[config.mk]
export PLATFORM = sky130hd
export DESIGN_NAME = splitmix64_bounded_draw
export DESIGN_NICKNAME = d
export VERILOG_FILES = /design/src/sv/smbd_pkg.sv /design/src/sv/splitmix64_bounded_draw.sv
export SDC_FILE = /design/constraint.sdc
export NUM_CORES = 2
export LEC_CHECK = 0
export ABC_AREA = 1
export BUFFER_PORTS_ARGS = -buffer_cell sky130_fd_sc_hd__clkbuf_2
export CORE_ASPECT_RATIO = 0.7
export CORE_MARGIN = 1.5
export CORE_UTILIZATION = 60
export CTS_CLUSTER_SIZE = 8
export DETAILED_ROUTE_END_ITERATION = 10
export PLACE_DENSITY = 0.77
export SLEW_MARGIN = 10
export SYNTH_ARGS = -nofsm -noshare
export SYNTH_HDL_FRONTEND = slang
export SYNTH_SLANG_ARGS = --single-unit
export TNS_END_PERCENT = 1
[constraint.sdc]
create_clock -name clock -period 12.6 [get_ports clock]
set_input_delay 2.52 -clock clock [delete_from_list [all_inputs] [get_ports clock]]
set_output_delay 2.52 -clock clock [all_outputs]
set_load 0.005 [all_outputs]
[src/sv/smbd_pkg.sv]
// ----------------------------------------------------------------------------
// smbd_pkg
// Shared constants, sequencer states and request kinds of the SplitMix64
// bounded draw block.
// ----------------------------------------------------------------------------
package smbd_pkg;

   localparam int unsigned DRAW_W         = 64;
   localparam int unsigned HALF_W         = DRAW_W / 2;
   localparam int unsigned BOUND_BITS_DEF = 31;
   localparam int unsigned MUL_STEPS      = 3;

   localparam logic [DRAW_W-1:0] GOLDEN_INC = 64'h9E37_79B9_7F4A_7C15;
   localparam logic [DRAW_W-1:0] MIX_MUL_A  = 64'hBF58_476D_1CE4_E5B9;
   localparam logic [DRAW_W-1:0] MIX_MUL_B  = 64'h94D0_49BB_1331_11EB;

   localparam int unsigned MIX_SHIFT_A = 30;
   localparam int unsigned MIX_SHIFT_B = 27;
   localparam int unsigned MIX_SHIFT_C = 31;

   typedef enum logic [3:0] {
      ST_IDLE,
      ST_ADVANCE,
      ST_MUL_A,
      ST_MIX,
      ST_MUL_B,
      ST_FINISH,
      ST_DIVIDE,
      ST_REDUCE,
      ST_TEST,
      ST_DELIVER
   } state_type;

   typedef enum logic {
      KIND_RAW     = 1'b0,
      KIND_BOUNDED = 1'b1
   } kind_type;

endpackage

[src/sv/splitmix64_bounded_draw.sv]
// ----------------------------------------------------------------------------
// splitmix64_bounded_draw
// SplitMix64 generator with raw 64-bit draws and unbiased draws below a bound,
// built around one shared 32x32 multiplier and a bit-serial remainder loop.
// ----------------------------------------------------------------------------
//  channel | dir | beat contents
//  req_    | in  | tuser: kind; tdata: bound (BOUND_BITS, zero padded)
//  rsp_    | out | tdata: value (64 bits)
//  csr_    | in  | wr_data: seed, loads the generator state
//
//  Raw draw: ADVANCE, MUL_A, MIX, MUL_B, FINISH, then DELIVER (6 multiplier passes).
//  Bounded draw, bound >= 2: each attempt adds a 64-step remainder loop, REDUCE, TEST;
//  a rejected draw repeats the attempt. Bound 0 or 1: straight to DELIVER, no draw.
//  Reset clears the generator state to zero; no clearing pass.
//  A response waiting on rsp_tready holds; the next request is still taken.
// ----------------------------------------------------------------------------
module splitmix64_bounded_draw #(
   parameter int unsigned BOUND_BITS = smbd_pkg::BOUND_BITS_DEF
) (
   input  logic                                  clock,
   input  logic                                  reset,
   input  logic                                  csr_wr_en,
   input  logic [smbd_pkg::DRAW_W-1:0]           csr_wr_data,
   input  logic                                  req_tvalid,
   output logic                                  req_tready,
   input  logic [((BOUND_BITS + 7) / 8) * 8-1:0] req_tdata,  // bound
   input  logic [0:0]                            req_tuser,  // kind
   output logic                                  rsp_tvalid,
   input  logic                                  rsp_tready,
   output logic [smbd_pkg::DRAW_W-1:0]           rsp_tdata   // value
);

   import smbd_pkg::*;

   localparam int unsigned CNT_W = $clog2(DRAW_W);
   localparam logic [CNT_W-1:0] CNT_LAST  = CNT_W'(DRAW_W - 1);
   localparam logic [CNT_W-1:0] MUL_CROSS = CNT_W'(1);
   localparam logic [CNT_W-1:0] MUL_LAST  = CNT_W'(MUL_STEPS - 1);

   state_type               state_ff, state_in;
   kind_type                kind_ff;
   logic [BOUND_BITS-1:0]   bound_ff, rem_ff, rem_in, bound_req;
   logic [CNT_W-1:0]        cnt_ff;
   logic [DRAW_W-1:0]       gen_ff, gen_in, operand_ff, acc_ff, acc_in;
   logic [DRAW_W-1:0]       dividend_ff, base_ff, result_ff, out_ff, mix_out, mul_k;
   logic [HALF_W-1:0]       mul_x, mul_y;
   logic [DRAW_W-1:0]       prod;
   logic [BOUND_BITS:0]     div_trial, div_diff;
   logic [DRAW_W:0]         test_sum;
   logic                    out_valid_ff, out_free, deliver_fire, reject, small_bound;

   assign bound_req   = req_tdata[BOUND_BITS-1:0];
   assign small_bound = (bound_req >> 1) == '0;
   assign gen_in      = gen_ff + GOLDEN_INC;

   assign mul_k  = (state_ff == ST_MUL_B) ? MIX_MUL_B : MIX_MUL_A;
   assign mul_x  = (cnt_ff == MUL_LAST) ? operand_ff[DRAW_W-1:HALF_W] : operand_ff[HALF_W-1:0];
   assign mul_y  = (cnt_ff == MUL_CROSS) ? mul_k[DRAW_W-1:HALF_W] : mul_k[HALF_W-1:0];
   assign prod   = {{HALF_W{1'b0}}, mul_x} * {{HALF_W{1'b0}}, mul_y};
   assign acc_in = (cnt_ff == '0) ? prod :
                   {acc_ff[DRAW_W-1:HALF_W] + prod[HALF_W-1:0], acc_ff[HALF_W-1:0]};
   assign mix_out = acc_ff ^ (acc_ff >> MIX_SHIFT_C);

   assign div_trial = {rem_ff, dividend_ff[DRAW_W-1]};
   assign div_diff  = div_trial - {1'b0, bound_ff};
   assign rem_in    = (div_trial >= {1'b0, bound_ff}) ? div_diff[BOUND_BITS-1:0]
                                                      : div_trial[BOUND_BITS-1:0];

   // carry out means the draw's quotient reached the top, partial bucket
   assign test_sum = {1'b0, base_ff} + (DRAW_W + 1)'(bound_ff);
   assign reject   = test_sum[DRAW_W];

   assign out_free     = !out_valid_ff || rsp_tready;
   assign deliver_fire = (state_ff == ST_DELIVER) && out_free;

   always_ff @(posedge clock) begin
      if (reset) begin
         state_ff <= ST_IDLE;
      end else begin
         state_ff <= state_in;
      end
   end

   always_comb begin
      state_in   = state_ff;
      req_tready = 1'b0;
      unique case (state_ff)
         ST_IDLE: begin
            req_tready = 1'b1;
            if (req_tvalid) begin
               if (kind_type'(req_tuser) == KIND_BOUNDED && small_bound) begin
                  state_in = ST_DELIVER;
               end else begin
                  state_in = ST_ADVANCE;
               end
            end
         end
         ST_ADVANCE: state_in = ST_MUL_A;
         ST_MUL_A: begin
            if (cnt_ff == MUL_LAST) begin
               state_in = ST_MIX;
            end
         end
         ST_MIX: state_in = ST_MUL_B;
         ST_MUL_B: begin
            if (cnt_ff == MUL_LAST) begin
               state_in = ST_FINISH;
            end
         end
         ST_FINISH: state_in = (kind_ff == KIND_BOUNDED) ? ST_DIVIDE : ST_DELIVER;
         ST_DIVIDE: begin
            if (cnt_ff == CNT_LAST) begin
               state_in = ST_REDUCE;
            end
         end
         ST_REDUCE: state_in = ST_TEST;
         ST_TEST: state_in = reject ? ST_ADVANCE : ST_DELIVER;
         ST_DELIVER: begin
            if (out_free) begin
               state_in = ST_IDLE;
            end
         end
         default: state_in = ST_IDLE;
      endcase
   end

   always_ff @(posedge clock) begin
      if (reset) begin
         gen_ff       <= '0;
         out_valid_ff <= 1'b0;
         cnt_ff       <= '0;
      end else begin
         if (csr_wr_en) begin
            gen_ff <= csr_wr_data;
         end else if (state_ff == ST_ADVANCE) begin
            gen_ff <= gen_in;
         end
         if (deliver_fire) begin
            out_valid_ff <= 1'b1;
         end else if (rsp_tready) begin
            out_valid_ff <= 1'b0;
         end
         if (state_ff == ST_MUL_A || state_ff == ST_MUL_B || state_ff == ST_DIVIDE) begin
            cnt_ff <= cnt_ff + 1'b1;
         end else begin
            cnt_ff <= '0;
         end
      end
   end

   always_ff @(posedge clock) begin
      case (state_ff)
         ST_IDLE: begin
            if (req_tvalid) begin
               kind_ff   <= kind_type'(req_tuser);
               bound_ff  <= bound_req;
               result_ff <= '0;
            end
         end
         ST_ADVANCE: operand_ff <= gen_in ^ (gen_in >> MIX_SHIFT_A);
         ST_MUL_A, ST_MUL_B: acc_ff <= acc_in;
         ST_MIX: operand_ff <= acc_ff ^ (acc_ff >> MIX_SHIFT_B);
         ST_FINISH: begin
            result_ff   <= mix_out;
            dividend_ff <= mix_out;
            rem_ff      <= '0;
         end
         ST_DIVIDE: begin
            dividend_ff <= dividend_ff << 1;
            rem_ff      <= rem_in;
         end
         ST_REDUCE: base_ff <= result_ff - DRAW_W'(rem_ff);
         ST_TEST: result_ff <= DRAW_W'(rem_ff);
         default: ;
      endcase
      if (deliver_fire) begin
         out_ff <= result_ff;
      end
   end

   assign rsp_tvalid = out_valid_ff;
   assign rsp_tdata  = out_ff;

   a_rem_below_bound: assert property (@(posedge clock) disable iff (reset)
      state_ff == ST_DIVIDE |-> rem_ff < bound_ff)
      else $error("remainder not below bound");

   a_bounded_range: assert property (@(posedge clock) disable iff (reset)
      (deliver_fire && kind_ff == KIND_BOUNDED) |=>
         (rsp_tdata < DRAW_W'($past(bound_ff)) || rsp_tdata == '0))
      else $error("bounded result out of range");

   a_state_hold: assert property (@(posedge clock) disable iff (reset)
      (state_ff != ST_ADVANCE && !csr_wr_en) |=> $stable(gen_ff))
      else $error("generator state moved without a draw");

   a_small_bound: assert property (@(posedge clock) disable iff (reset)
      (req_tvalid && req_tready && kind_type'(req_tuser) == KIND_BOUNDED && small_bound)
         |=> state_ff == ST_DELIVER)
      else $error("trivial bound did not skip the draw");

endmodule
==> key figures <==
Die
  – # rows: 98
  – Floorplan core area: 103000 µm²
  – Die H: 272 µm
  – Total I/O pin count: 168
  – Initial Util: 0.607
  – Die width: 388 µm
  – Die Footprint: 106000 µm²

Timing
  – Highest clock rate: 86.6 MHz
  – Final critical-path required period: 11550 ps
  – Hold Slack: 441 ps
  – Final Setup Violations: 0
  – Final Hold Fails: 0
  – Slew @ Worst Pin: 1140 ps
  – Fin Setup TNS: 0 ps
  – Final worst path period share: 0.917
  – RSZ-0062 raised after global routing: false
  – Final Max Tran Viols: 0
  – Worst slew margin: 0.233
  – Worst Skew: 35.2 ps

Placed design
  – Buffers on Ports: 166
  – Placed cells: 8861
  – Post-DP HPWL: 199000 µm
  – Placed cell areas: 64800 µm²
  – Placer congestion estimate: 1.10

Logic synthesis
  – Cell with the most instances after synthesis: inv_1
  – Primary FF master, synth: edfxtp_1
  – Post-synth top cells: inv_1 (1573), nand2_1 (1224), nor2_1 (922)
  – Fraction of registers with async set/reset: 0
  – Post-synth EDFFs: 447
  – Synthesized flop and latch total: 522
  – Top-area cell type share of the netlist area: 0.265
  – Synth area leader: fa_1
  – Ys Warns: 0
  – Synth unique cells: 55
  – Synth Instances: 7422
  – Syn Area/Cell: 8.39 µm²
  – Post-Syn Nets: 8814
  – Synth Cell Area: 62300 µm²
  – Register area share after synthesis: 0.240
  – Top cells by area, synth: fa_1 (26%), edfxtp_1 (22%), inv_1 (9.5%)

Setup path
  – Crit-path most repeated cell: fa_1
  – Crit path arrival time: 11950 ps
  – CP peak stage delay: 940 ps
  – Slowest CP cell: nor2_1
  – Worst setup EP type: flip-flop
  – Crit Path Class: flip-flop to flip-flop
  – Worst endpoint required time: 12990 ps
  – Critical-path maximum fanout: 15
  – CP Launch Type: flip-flop

CTS
  – CTS root buf: clkbuf_16
  – Num CTS Buffers: 75
  – CTS Buffer Depth: 3
  – Number of post-CTS setup repair buffers: 0
  – H-tree depth: 3
  – Num Clock Sinks: 522
  – Later-pin clock latency in the skew report: 650 ps
  – Post_cts resized: 0
  – Cts hold-fix bufs: 0
  – CTS tree: done
  – Clk pin slew, worst setup/hold paths: 60 ps

Drt
  – Vias per cell: 6.08
  – DR pass1 iterations: 8
  – Routed WL: 237000 µm
  – DR WL/cell: 26.5 µm
  – Antenna-violating nets left: 0
  – Starting DRT DRC Count: 8339
  – DR vias: 54500
  – Detailed-route DRC error count: 0

GRT
  – Pin count of the biggest net entering global routing: 91
  – First-pass GRT wire length: 343000 µm
  – Gr usage total: 0.449
  – Vias in the first global route: 51800
  – Initial antenna violation count: 6
  – Total gr overflow: 0

Cells and area
  – Post-route insts no fill: 8973
  – Layout cell share with drive strength beyond 1: 0.0638
  – Synth-to-Final Area Change: 7.55%
  – Layout Nets: 8980
  – Design area: 67000 µm²

Worst hold path
  – Hold crit path type: flip-flop to flip-flop

Run
  – Max-Cap Viols: 0

Outcome
  – Status: finished, final reports clean
[routing by layer]
layer / vias up / global-route usage / wire length [µm]
li1: 23600 / - / -
met1: 26200 / 0.680 / 99000
met2: 4256 / 0.541 / 84000
met3: 447 / 0.247 / 47100
met4: 12 / 0.111 / 7060
met5: - / 0.0151 / 264
[through the flow]
| stage | util | setup WS [ps] |
|---|---|---|
| 6_report | 0.653 | 1050 |
| 5_1_grt | 0.653 | 977 |
| 2_1_floorplan | - | 3660 |
| 4_1_cts | 0.653 | 1660 |
| 3_3_place_gp | 0.632 | 1900 |
| 3_5_place_dp | 0.632 | 1730 |
[final timing paths]
kind                 startpoint       endpoint  slack (ps)  cells after the start
setup reg to reg      cnt_ff[3]     acc_ff[63]        1050                     36
setup / recovery      cnt_ff[3]     acc_ff[63]        1050                     36
hold reg to reg   result_ff[15]  rsp_tdata[15]         440                      0
hold / removal    result_ff[15]  rsp_tdata[15]         440                      0
[flip-flops by register name, indices dropped and copies added (netlist names), 31 cells and up]
signal,flops
acc_ff,64
base_ff,64
dividend_ff,64
gen_ff,64
operand_ff,64
result_ff,64
rsp_tdata,64
bound_ff,31
rem_ff,31
[kinds of logic (layout without fill, tap and decap cells)]
group,after synthesis,in the layout,share of synthesized area
multiplexers,1,1,0.000161
XOR/XNOR,228,228,0.0324
buffers and inverters,1776,1967,0.108
flip-flops,522,522,0.240
AND/OR/NAND/NOR,2690,2690,0.179
adder cells (fa/ha/maj),1290,1290,0.359
AO/OA/AOI/OAI,915,915,0.0814
other,0,10,0
[cell usage in the layout (no fill, tap or decap), drive strengths merged, types with 14 or more instances in the layout]
master	instances
fa	824
ha	466
buf	83
clkbuf	260
nor4	17
o22ai	31
o21bai	33
a21o	29
a21boi	14
o21a	19
nor2	954
dfxtp	75
inv	1612
a21oi	327
xor2	122
nor3	59
xnor2	106
nand3b	30
nand3	300
edfxtp	447
nand4	68
nand2	1245
o21ai	383
a31oi	63
[critical path: cells and delay by family (launching register included)]
| kind | cells | cell delay (ps) |
|---|---|---|
| simple gates | 9 | 2410 |
| flops | 1 | 340 |
| fa+ha+maj | 11 | 5040 |
| buf+inv | 8 | 1440 |
| compound gates | 7 | 1580 |
| xor+xnor | 1 | 490 |
[cell type report]
cell class | instances | area [µm²]
sequential | 522 | 14900
tap | 1350 | 1690
timing repair buffer | 249 | 1450
antenna | 10 | 25.0
multi-input combinational | 5124 | 40700
clock buffer | 94 | 1950
clock inverter | 8 | 168
fill | 8736 | 35600
inverter | 1616 | 6070
Power is left out: the tool's default activity adds up to more than one toggle a clock period on the data nets, which glitch-free logic cannot reach.
